--- src/hw/rtl/ptr_pkg.sv ---
// ----------------------------------------------------------------------------
// ptr_pkg - shared types and constants of the planar tile pixel renderer
// Map geometry, item codes, colour table and the structs between stages.
// ----------------------------------------------------------------------------
package ptr_pkg;

    // map geometry
    localparam int MAP_COLS   = 48;
    localparam int MAP_ROWS   = 32;
    localparam int CELL_COUNT = MAP_COLS * MAP_ROWS;
    localparam int CELL_W     = (CELL_COUNT > 1) ? $clog2(CELL_COUNT) : 1;

    // pattern memory, split into low plane and high plane banks
    localparam int PAT_AW  = 12;
    localparam int BANK_AW = PAT_AW - 1;

    // item codes
    typedef enum logic [1:0] {
        FUNC_WR_PATTERN = 2'd0,
        FUNC_WR_TILE    = 2'd1,
        FUNC_WR_PALETTE = 2'd2,
        FUNC_RENDER     = 2'd3
    } t_func;

    // colour modes, any other code renders as system colours
    localparam logic [1:0] MODE_CELL   = 2'd0;
    localparam logic [1:0] MODE_BRUSH  = 2'd1;
    localparam logic [1:0] MODE_SYSTEM = 2'd2;

    localparam logic [4:0]  SYSTEM_BASE  = 5'd16;
    localparam logic [15:0] BRUSH_RESET  = 16'h3290;
    localparam int          COLOUR_COUNT = 20;

    // user colours 0..15, system colours 16..19
    localparam logic [23:0] COLOUR_TABLE [COLOUR_COUNT] = '{
        24'hf5f4eb, 24'h000000, 24'h191028, 24'h46af45,
        24'ha1d685, 24'h453e78, 24'h7664fe, 24'h833129,
        24'h9ec2e8, 24'hdc534b, 24'he18d79, 24'hd6b97b,
        24'he9d8a1, 24'h216c4b, 24'hd365c8, 24'hafaab9,
        24'hdddddd, 24'h333333, 24'h666666, 24'h999999
    };

    // item after the input register
    typedef struct packed {
        logic              valid;
        t_func             func;
        logic [PAT_AW-1:0] pattern_address;
        logic [7:0]        write_byte;
        logic [CELL_W-1:0] cell_num;
        logic              in_map;
        logic [1:0]        palette_slot;
        logic [3:0]        palette_index;
        logic [7:0]        tile_id;
        logic [2:0]        pixel_row;
        logic [2:0]        pixel_col;
        logic [1:0]        colour_mode;
    } t_cell_item;

    // item after the map access
    typedef struct packed {
        logic              valid;
        t_func             func;
        logic [PAT_AW-1:0] pattern_address;
        logic [7:0]        write_byte;
        logic              in_map;
        logic [7:0]        tile_id;
        logic [2:0]        pixel_row;
        logic [2:0]        pixel_col;
        logic [1:0]        colour_mode;
    } t_pattern_item;

    // render after the pattern access
    typedef struct packed {
        logic        valid;
        logic        in_map;
        logic [2:0]  pixel_col;
        logic [1:0]  colour_mode;
        logic [15:0] pal_row;
    } t_colour_item;

endpackage

--- src/hw/rtl/ptr_colour_stage.sv ---
// ----------------------------------------------------------------------------
// ptr_colour_stage - pixel slot, palette lookup and result register
// Picks the 2-bit slot from the plane bytes, maps it to a colour index and
// an RGB value; holds the brush palette register.
// ----------------------------------------------------------------------------
module ptr_colour_stage
    import ptr_pkg::*;
(
    input  logic          i_clk,
    input  logic          i_rst_n,
    input  t_colour_item  i_item,
    input  logic [7:0]    i_lo_byte,
    input  logic [7:0]    i_hi_byte,
    input  logic          i_cfg_we,
    input  logic [15:0]   i_cfg_data,
    output logic          o_valid,
    output logic [23:0]   o_colour_rgb,
    output logic [1:0]    o_colour_slot
);

    logic [15:0] r_brush;
    logic        r_valid;
    logic [23:0] r_rgb, n_rgb;
    logic [1:0]  r_slot, n_slot;

    logic [2:0]  bit_sel;
    logic [4:0]  colour_index;

    // brush palette register
    always_ff @(posedge i_clk) begin
        if (!i_rst_n) begin
            r_brush <= BRUSH_RESET;
        end else if (i_cfg_we) begin
            r_brush <= i_cfg_data;
        end
    end

    // column 0 is bit 7 of each plane
    assign bit_sel = ~i_item.pixel_col;
    assign n_slot  = {i_hi_byte[bit_sel], i_lo_byte[bit_sel]};

    // colour index per mode
    always_comb begin
        case (i_item.colour_mode)
            MODE_CELL: begin
                colour_index = i_item.in_map ? {1'b0, i_item.pal_row[{n_slot, 2'b00} +: 4]}
                                             : 5'd0;
            end
            MODE_BRUSH: begin
                colour_index = {1'b0, r_brush[{n_slot, 2'b00} +: 4]};
            end
            default: begin
                colour_index = SYSTEM_BASE + 5'(n_slot);
            end
        endcase
        n_rgb = COLOUR_TABLE[colour_index];
    end

    // result register, one strobe per render
    always_ff @(posedge i_clk) begin
        if (!i_rst_n) begin
            r_valid <= 1'b0;
        end else begin
            r_valid <= i_item.valid;
        end
    end

    always_ff @(posedge i_clk) begin
        r_rgb  <= n_rgb;
        r_slot <= n_slot;
    end

    assign o_valid       = r_valid;
    assign o_colour_rgb  = r_rgb;
    assign o_colour_slot = r_slot;

endmodule

--- config.mk ---
export PLATFORM = sky130hd
export DESIGN_NAME = ptr_colour_stage
export DESIGN_NICKNAME = d
export VERILOG_FILES = /design/src/hw/rtl/ptr_pkg.sv /design/src/hw/rtl/ptr_colour_stage.sv
export SDC_FILE = /design/constraint.sdc
export NUM_CORES = 1
export LEC_CHECK = 0
export BUFFER_PORTS_ARGS = -buffer_cell sky130_fd_sc_hd__buf_2
export CAP_MARGIN = 25
export CORE_UTILIZATION = 27
export CTS_CLUSTER_DIAMETER = 80
export DETAILED_ROUTE_END_ITERATION = 16
export PLACE_DENSITY_LB_ADDON = 0.25
export SLEW_MARGIN = 20
export SYNTH_ARGS = -nofsm -noshare
export SYNTH_HDL_FRONTEND = slang
export SYNTH_SLANG_ARGS = --single-unit
--- constraint.sdc ---
create_clock -name i_clk -period 7.2 [get_ports i_clk]
set_clock_uncertainty 0.05 [all_clocks]
set_input_delay 1.08 -clock i_clk [delete_from_list [all_inputs] [get_ports i_clk]]
set_output_delay 1.08 -clock i_clk [all_outputs]
set_load 0.05 [all_outputs]
Word-level counts from Yosys, hierarchy flattened
Memories as Yosys holds them, arrays and structs flattened. A register that Yosys moved wholly into a read port is not among the register bits.
Index checks and enable logic that the tools add are counted.

storage, ports and cells
  memories = 1
  register bits = 19
  logic and storage cells = 18
  ROM bits = 768
  bits of input ports = 58
  memory bits (writable) = 0
  latch bits = 0

operators by class
  $lt $le $gt $ge = 1
  equality and inequality tests = 1
  multipliers = 0
  reductions and logical operators = 1
  bitwise logic cells = 2
  add/sub/neg operators = 1
  multiplexer cells = 6
  shift-type cells = 2
  divide/modulo/power cells = 0

memories
  name              depth  bits a word  read ports  clocked after Yosys merged registers in  wr ports  line                    RTL
  (name not given)  32     24           1           1                                        0         ptr_colour_stage.sv:56  n_rgb = COLOUR_TABLE[colour_index];

operator list
  operator                                                               count
  16-bit by 5-bit variable part select with 4-bit output                 2
  5-bit one-hot mux with 2 select lines                                  1
  1-bit binary-select mux with 3-bit select                              2
  5-bit NOT with 6-bit output                                            1
  5-bit by 2-bit adder with 5-bit output (first input constant)          1
  3-bit by 4-bit < comparator with 1-bit output (second input constant)  1
  4-bit 2-to-1 mux                                                       1
  3-bit NOT                                                              1
  2-bit by 1-bit == test with 1-bit output (second input constant)       1
  2-bit zero test                                                        1
  1-bit 2-to-1 mux                                                       2

Logic depth before layout (Yosys ltp)
Gate-level depths: netlist (run 1).

  depth after elaboration = 7
  depth in mapped cells = 13

Worst setup path after synthesis (run 1)
No wires, ideal clock.

  kind = in2reg
  start = in i_item[18] (netlist name)
  end = reg r_rgb[17], in the netlist o_colour_rgb[17]
  cell stages on the path = 11
  setup slack = 3219 ps
  arrival = 3815 ps
  library setup time = 117 ps
  data required time = 7033 ps
  cells stage by stage = mux4_1 mux2i_4 inv_4 mux4_2 a211o_4 and2_4 ha_1 clkinv_1 a211oi_1 a21oi_1 o22a_1

on the way
  cells in the longest elaborated chain, start to end = 7
  elaborated cells on any way between the ends = 11

RTL lines
  element                                                 line                    RTL
  start: declaration                                      ptr_colour_stage.sv:11  input t_colour_item i_item,
  3-bit NOT *                                             ptr_colour_stage.sv:39  assign bit_sel = ~i_item.pixel_col;
  1-bit binary-select mux with 3-bit select *             ptr_colour_stage.sv:40  assign n_slot = {i_hi_byte[bit_sel], i_lo_byte[bit_sel]};
  1-bit 2-to-1 mux (implied by the code) *                ptr_colour_stage.sv:40
  via n_slot[0]                                           ptr_colour_stage.sv:24  logic [1:0] r_slot, n_slot;
  16-bit by 5-bit variable part select with 4-bit output  ptr_colour_stage.sv:46  colour_index = i_item.in_map ? {1'b0, i_item.pal_row[{n_slot, 2'b00} +: 4]}
  4-bit 2-to-1 mux                                        ptr_colour_stage.sv:46
  5-bit one-hot mux with 2 select lines *                 ptr_colour_stage.sv:44  case (i_item.colour_mode)
  5-bit NOT with 6-bit output (implied by the code) *     ptr_colour_stage.sv:56
  end: declaration                                        ptr_colour_stage.sv:23  logic [23:0] r_rgb, n_rgb;

Mark *: on every way through the listed nets, which the timed path passes. The rest lies on a longest branch. The select of a mux whose other input is x is not followed.
A chain may end at the register's enable or synchronous reset.

Final worst setup path (run 1)
  start = in i_item[18] (netlist name)
  end = reg r_rgb[18], in the netlist o_colour_rgb[18]

on the way
  cells in the longest elaborated chain, start to end = 7
  elaborated cells on any way between the ends = 11

RTL lines
  element                                                 line
  3-bit NOT *                                             ptr_colour_stage.sv:39
  1-bit binary-select mux with 3-bit select               ptr_colour_stage.sv:40
  1-bit 2-to-1 mux (implied by the code)                  ptr_colour_stage.sv:40
  16-bit by 5-bit variable part select with 4-bit output  ptr_colour_stage.sv:46
  4-bit 2-to-1 mux                                        ptr_colour_stage.sv:46
  5-bit one-hot mux with 2 select lines *                 ptr_colour_stage.sv:44
  5-bit NOT with 6-bit output (implied by the code) *     ptr_colour_stage.sv:56

Every way passes the cells marked *; elsewhere a longest branch is shown, timed or not. The select of a mux whose other input is x is not followed.

==> results.toml, run 1 <==
[outcome]
status = "completed"

[job]
drv_cap = 0

[sta]
worst_slack_ps = 2650
layout_min_cycle_time_ps = 4550
slew-limit-headroom = 0.539
worst_pin_slew_ps = 692
setup_viol = 0
rsz0062_at_grt = "no"
hold_viol = 0
fmaxAchievable_mhz = 220
fin_crit_sh = 0.632
drv_slew = 0
fin_tns_setup_ps = 0

[clocking]
clock_latency_ps = 290
cts.clk_slew.worst_paths_ps = 80
hold_buffers = 0
post_cts_buffers = 0
numCtsBuffers = 5
clock_path_buffers = 2
htreeDepth = 2
cts_sinks = 43
clock-root-buffer = "clkbuf_8"
cts_tree = "built"
cts_resized = 0

[power_and_ir_drop]
power.density_mw_per_mm2 = 284
power_frac_comb = 0.439
p_total_uw = 840
p_seq_frac = 0.347
p_sw_frac = 0.412
p_int_uw = 494
p_leak_nw = 1.36
clkPwrFrac = 0.215
p_sw_uw = 346
peakVddDrop_uv = 111

[die]
core_sq_mm = 0.00838
die_y_microns = 96.2
die_w_microns = 96.2
dieArea_sq_mm = 0.00925
std_cell_rows = 33
top_level_ports = 85
initial_core_util = 0.286

[global_route]
grt_pass1_wl_microns = 9520
overflow = 0
grt_usage = 0.135
antenna_found_initial = 0
grt_max_degree = 29
grt_pass1_vias = 1974

[worst_setup_path]
max_stage_delay_ps = 590
cp.arrival_ps = 4670
r2r_start = "r_brush[4]$_SDFFE_PN1P_"
path_cells = "buf_2, mux4_1, mux2i_4, mux4_2, a211o_4, and2_4, ha_1, clkinv_1, xnor2_1, o21ai_0, a31oi_1"
cp-end-kind = "flip-flop"
ff2ff_setup_slack_ps = 4340
r2r-end = "o_colour_rgb[18]$_DFF_P_"
slowest_stage = "mux4_1"
crit_required_ps = 7320
cp_max_fo = 14
cp_top_family = "multiplexers"
cp_num_buf_inv = 2
rr_worst_depth = 8
path_class = "in2reg"
worst_setup_path_start_kind = "input port"

[drt]
wirelength_met1_microns = 2760
wl_per_cell_microns = 14.4
met2_length_microns = 2810
wl_met3_microns = 469
drt-pass1-iter-count = 4
vias = 2050
drt_iter0_drc = 78
drcViolationCount = 0
wl_microns = 6090
top_layer = "met4"
drtAntennaViolNets = 0
vias_per_cell = 4.85

[synth]
ys_types = 52
syn_inst = 242
yosys_warnings = 0
synth-edff-count = 0
avgSynthCellArea_sq_um = 9.89
synth_seq_area_share = 0.360
synth_area_sq_mm = 0.00239
ys_async_sr_fraction = 0
synth_seq_cells = 43
synth_fp_nets = 308
ys.flop_type = "dfxtp_1"

[place]
dpl_worst_slack_ps = 2330
dp_hpwl_microns = 4610
gp_congestion = 0.837
place_area_sq_mm = 0.00286
io_buffers = 84

[final_layout]
nets = 384
layout_common_cells = "84 x buf_2, 43 x dfxtp_1, 30 x mux2i_1"
drive_above_1_share = 0.324
area_delta_synth_final_pct = 23.8
final_common_cell = "buf_2"
diodes = 0
final_util = 0.353
fin_area_sq_mm = 0.00296

[hold_path]
hold_class = "reg2reg"
hold_depth = 2
min_from = "r_brush[9]$_SDFFE_PN1P_"
hold_end = "r_brush[9]$_SDFFE_PN1P_"
[Yosys cell counts, types with 2 or more instances]
cell type  instances  area share
dfxtp_1           43        0.36
mux2i_1           30        0.13
nand2_1           19       0.030
nor2_1            15       0.024
nor2b_1           13       0.034
o21ai_0           13       0.027
a21oi_1           12       0.025
ha_1               8       0.042
inv_1              7       0.011
buf_2              6       0.013
mux4_1             6       0.066
nor3_1             6       0.013
clkbuf_1           5      0.0078
o22ai_1            5       0.013
a31oi_1            4       0.010
and2_1             3      0.0078
o22a_1             3       0.011
a211o_1            2      0.0073
a211oi_1           2      0.0063
a21boi_0           2      0.0063
a21o_1             2      0.0063
a2bb2oi_1          2      0.0073
mux2i_4            2       0.019
mux4_2             2       0.019
o21a_1             2      0.0063
o31ai_1            2      0.0063
[stage by stage]
| step | instances | hold slack, ps |
|---|---|---|
| after floorplan | 242 | 383 |
| after global routing | 423 | 455 |
| after CTS | 423 | 430 |
| final | 423 | 429 |
| after global placement | 416 | 400 |
| after detailed placement | 416 | 409 |
[registers in the layout, summed over array words and instances (netlist names)]
signal,cells
o_valid,1
r_brush,16
o_colour_slot,2
o_colour_rgb,24
[tightest hold or removal path, stage by stage (launching register included)]
cell	delay (ps)
dfxtp_1	330
mux2i_1	60
nand2_1	60
[layout make-up]
class / count / area [sq um]
repair buffers: 85 / 428
clock inverters: 1 / 30.0
inverters: 9 / 36.3
flip-flops and latches: 43 / 861
fillers: 885 / 5420
clock buffers: 6 / 72.6
multi-input cells: 174 / 1400
well taps: 105 / 131
[power by group through the flow]
| stage | sequential (mW) | clock (mW) | combinational [mW] |
|---|---|---|---|
| final | 0.291 | 0.180 | 0.369 |
| after global routing | 0.296 | 0.193 | 0.396 |
| after CTS | 0.293 | 0.185 | 0.370 |
| after detailed placement | 0.298 | 0 | 0.370 |
| after global placement | 0.298 | 0 | 0.369 |
| after floorplan | 0.428 | 0 | 0.154 |
[cells by family (layout without fill, tap and decap cells)]
group	Yosys count	in the layout	synth area share
AOI/OAI and AO/OA	67	67	0.198
xor gates and xnor gates	1	1	0.00366
adders and majority gates	8	8	0.0418
buffers and inverters	25	101	0.0538
DFF	43	43	0.360
muxes	40	40	0.229
and+or+nand+nor	58	58	0.114
[layer usage]
metal / vias to the layer above / track usage
li1: 1036 / -
met4: 0 / 0.0386
met5: - / 0
met1: 921 / 0.177
met3: 7 / 0.0332
met2: 86 / 0.217
[how the worst max path moves through the flow]
stage | start | end | slack (ps) | cells past startpoint
after floorplan | i_item[18] | o_colour_rgb[17]$_DFF_P_ | 3220 | 11
after global placement | i_item[18] | o_colour_rgb[17]$_DFF_P_ | 2360 | 11
after detailed placement | i_item[18] | o_colour_rgb[18]$_DFF_P_ | 2330 | 12
after CTS | i_item[18] | o_colour_rgb[18]$_DFF_P_ | 2630 | 11
after global routing | i_item[18] | o_colour_rgb[18]$_DFF_P_ | 2330 | 12
final | i_item[18] | o_colour_rgb[18]$_DFF_P_ | 2650 | 11
Power figures use the tool's default switching activity.
==> run 2: changes to the inputs <==
clock period = 4.75 ns   (was 7.2 ns; I/O delays follow)
==> run 2 against run 1 <==
Net effect:
- clock power is 23% higher
- critical path depth is 1 higher
- sequential share of layout area is 0.14 points higher
- highest routed layer unchanged
- clock-buffer cell count is 1 higher
- global-route usage is 0.12 points higher
- die area stayed put
- power is 46% higher
- critical path type unchanged
- hold slack better by 7.0 ps
==> results.toml, run 2 (same netlist as run 1, synthesis figures left out) <==
[final_layout]
area_delta_synth_final_pct = 23.2
fillCellCount = 877
final_common_cell = "buf_2"
diodes = 0
drive_above_1_share = 0.325
largest_reg_flops = 24
layout_common_cells = "84 x buf_2, 43 x dfxtp_1, 30 x mux2i_1"
final_cells = 425
nets = 385

[sta]
hold_viol = 0
rsz0062_at_grt = "no"
worst_pin_slew_ps = 687
setup_viol = 0
drv_slew = 0
fin_tns_setup_ps = 0
fin_crit_sh = 0.871
fmaxAchievable_mhz = 242
slew-limit-headroom = 0.542
layout_min_cycle_time_ps = 4140
hold_ws_ps = 436

[drt]
drt_iter0_drc = 109
drt-pass1-iter-count = 4
drcViolationCount = 0
met2_length_microns = 2900
drtAntennaViolNets = 0
wl_met3_microns = 502
wl_microns = 6160
top_layer = "met4"
vias_per_cell = 5.05
wirelength_met1_microns = 2660
wl_per_cell_microns = 14.5
vias = 2146

[worst_setup_path]
cpMostUsedCell = "mux2i_1"
cp-end-kind = "flip-flop"
path_class = "in2reg"
crit_required_ps = 4890
worst_setup_path_start_kind = "input port"
max_stage_delay_ps = 600
cp_max_fo = 11
cp.arrival_ps = 4280
slowest_stage = "mux4_1"
path_cells = "buf_2, mux4_1, mux2i_4, mux2i_1, mux2i_1, a32oi_2, o21ai_2, ha_1, clkinv_1, a211oi_1, a21oi_1, o22a_1"
rr_worst_depth = 8

[power_and_ir_drop]
p_leak_nw = 1.36
peakVddDrop_uv = 125
p_total_mw = 1.23
power.density_mw_per_mm2 = 416

[die]
die_w_microns = 96.2
dieArea_sq_mm = 0.00925
core_sq_mm = 0.00838
die_y_microns = 96.2
std_cell_rows = 33
initial_core_util = 0.286
top_level_ports = 85

[clocking]
cts_sinks = 43
clock_latency_ps = 290
cts.clk_slew.worst_paths_ps = 80
clock-root-buffer = "clkbuf_8"
htreeDepth = 2
hold_buffers = 0
cts_tree = "built"
clock_path_buffers = 2
post_cts_buffers = 0
numCtsBuffers = 5
cts_resized = 0

[outcome]
status = "completed"

[global_route]
antenna_found_initial = 0
grt_pass1_vias = 1990
grt_max_degree = 29
overflow = 0
grt_usage = 0.136
grt_pass1_wl_microns = 9520

[place]
gp_congestion = 0.873
placedCellCount = 417
dp_hpwl_microns = 4670
io_buffers = 84

[hold_path]
hold_class = "reg2reg"
hold_depth = 2

[job]
drv_cap = 0
[run 2: area by class of cell]
| class | instances | area, sq um | area share |
|---|---|---|---|
| multi-input combinational | 174 | 1400 | 0.476 |
| timing repair buffer | 86 | 435 | 0.148 |
| clock inverter | 1 | 5.00 | 0.00170 |
| sequential | 43 | 861 | 0.292 |
| inverter | 9 | 36.3 | 0.0123 |
| clock buffer | 7 | 76.3 | 0.0259 |
| tap | 105 | 131 | 0.0445 |
[run 2: final timing paths]
kind                                start                        to  slack [ps]
setup / recovery               i_item[18]  o_colour_rgb[17]$_DFF_P_         610
hold / removal    r_brush[7]$_SDFFE_PN1P_   r_brush[7]$_SDFFE_PN1P_         440
setup reg to reg  r_brush[4]$_SDFFE_PN1P_  o_colour_rgb[17]$_DFF_P_        1840
hold reg to reg   r_brush[7]$_SDFFE_PN1P_   r_brush[7]$_SDFFE_PN1P_         440
[run 2: worst max-delay path: cells and delay by family]
family,cells,cell delay (ps)
mux,4,1460
buf+inv,2,460
compound gates,5,1110
fa+ha+maj,1,530
[run 2: power by group]
group | total [mW] | switching, mW | internal, mW
logic | 0.564 | 0.393 | 0.171
clock network | 0.221 | 0.118 | 0.103
registers | 0.442 | 0.0173 | 0.425
total | 1.23 | 0.528 | 0.699
[run 2: layer usage]
metal,vias up,global-route usage
li1,1038,-
met1,979,0.167
met2,117,0.230
met3,12,0.0316
met4,0,0.0485
met5,-,0
[run 2: through the flow]
stage                     utilization  worst slack (ps)  area [sq um]
after detailed placement        0.342               326          2870
after floorplan                     -              1140          2390
after CTS                       0.352               638          2950
after global placement          0.342               428          2870
after global routing            0.352               327          2950
final                           0.352               610          2950
==> run 3: changes to the inputs <==
RECOVER_POWER = 50   (was default)
==> run 3 against run 2 <==
Net effect:
- sequential power is essentially flat
- combinational power fell by 2%
- critical path depth unchanged
- setup slack gained 18 ps
- sequential share of layout area increased by 0.25 points
- maximum frequency grew 0.44%
- sequential cell count did not move
- critical endpoint unchanged
- largest power group unchanged
==> results.toml, run 3 (same netlist as run 1, synthesis figures left out) <==
[final_layout]
largest_reg_flops = 24
fillCellCount = 879
nets = 385
drive_above_1_share = 0.263
multi_input_area_sq_mm = 0.00140
diodes = 0
final_cells = 425
seq_area_sq_um = 861
area_delta_synth_final_pct = 22.2
layout_common_cells = "64 x buf_2, 43 x dfxtp_1, 30 x mux2i_1"
final_common_cell = "buf_2"

[sta]
layout_min_cycle_time_ps = 4120
setup_viol = 0
fin_tns_setup_ps = 0
fin_crit_sh = 0.868
fmaxAchievable_mhz = 243
worst_pin_slew_ps = 1130
rsz0062_at_grt = "no"
hold_viol = 0
drv_slew = 0
slew-limit-headroom = 0.246

[worst_setup_path]
cp_max_fo = 11
cp.arrival_ps = 4260
worst_setup_path_start_kind = "input port"
crit_required_ps = 4890
cp-end-kind = "flip-flop"
path_class = "in2reg"

[clocking]
cts_resized = 0
clock_path_buffers = 2
cts_tree = "built"
cts_sinks = 43
clock-root-buffer = "clkbuf_8"
htreeDepth = 2
post_cts_buffers = 0
hold_buffers = 0
clock_latency_ps = 300
cts.clk_slew.worst_paths_ps = 80
numCtsBuffers = 5

[job]
drv_cap = 0

[power_and_ir_drop]
p_leak_nw = 1.30
power.density_mw_per_mm2 = 417
p_total_mw = 1.22
peakVddDrop_uv = 124

[die]
core_sq_mm = 0.00838
initial_core_util = 0.286
top_level_ports = 85
die_y_microns = 96.2
dieArea_sq_mm = 0.00925
die_w_microns = 96.2
std_cell_rows = 33

[drt]
vias_per_cell = 5.06
vias = 2152
drt_iter0_drc = 107
drt-pass1-iter-count = 4
wl_microns = 6170
drtAntennaViolNets = 0
wl_per_cell_microns = 14.5
drcViolationCount = 0

[global_route]
grt_pass1_vias = 1990
grt_max_degree = 29
grt_pass1_wl_microns = 9520
antenna_found_initial = 0
overflow = 0
grt_usage = 0.136

[place]
gp_congestion = 0.873
io_buffers = 84
placedCellCount = 417
dp_hpwl_microns = 4670

[outcome]
status = "completed"

[hold_path]
hold_class = "reg2reg"
## run 3: cell types whose count changed in the layout (fill, tap and decap cells not counted)
cell and delta:
buf_2 -20, clkbuf_1 +20
## run 3: stage by stage
stage | worst slack (ps) | util | instance area (sq um) | hold WS (ps)
CTS | 638 | 0.352 | 2950 | 433
global placement | 428 | 0.342 | 2870 | 407
global route | 327 | 0.349 | 2920 | 466
floorplan | 1140 | - | 2390 | 383
finish | 629 | 0.349 | 2920 | 436
detailed placement | 326 | 0.342 | 2870 | 405
## run 3: power breakdown
part           switching (mW)  internal [mW]  total (mW)
clock network           0.118          0.103       0.221
logic                   0.393          0.161       0.554
registers              0.0185          0.425       0.443
total                   0.529          0.689        1.22
## run 3: worst paths after layout
path	start	end	slack [ps]	depth (start not counted)
setup / recovery	i_item[18]	o_colour_rgb[17]$_DFF_P_	630	12
hold reg to reg	r_brush[7]$_SDFFE_PN1P_	r_brush[7]$_SDFFE_PN1P_	440	2
hold / removal	r_brush[7]$_SDFFE_PN1P_	r_brush[7]$_SDFFE_PN1P_	440	2
setup reg to reg	r_brush[4]$_SDFFE_PN1P_	o_colour_rgb[17]$_DFF_P_	1860	8
## run 3: layout make-up
class                      count  area share
timing repair buffer          86       0.140
multi-input combinational    174       0.480
tap                          105      0.0449
sequential                    43       0.294
clock buffer                   7      0.0261
clock inverter                 1     0.00171
inverter                       9      0.0124
## run 3: worst max-delay path: stages
cell and delay [ps]:
buf_2 130, mux4_1 600, mux2i_4 460, mux2i_1 260
mux2i_1 130, a32oi_2 390, o21ai_2 190, ha_1 530
clkinv_1 320, a211oi_1 260, a21oi_1 70, o22a_1 190
## run 3: layer usage
layer,vias to the layer above,share of wire,track usage
met3,14,0.078,0.0316
met4,0,0.018,0.0485
met2,108,0.47,0.230
met5,-,0,0
met1,992,0.43,0.167
li1,1038,-,-
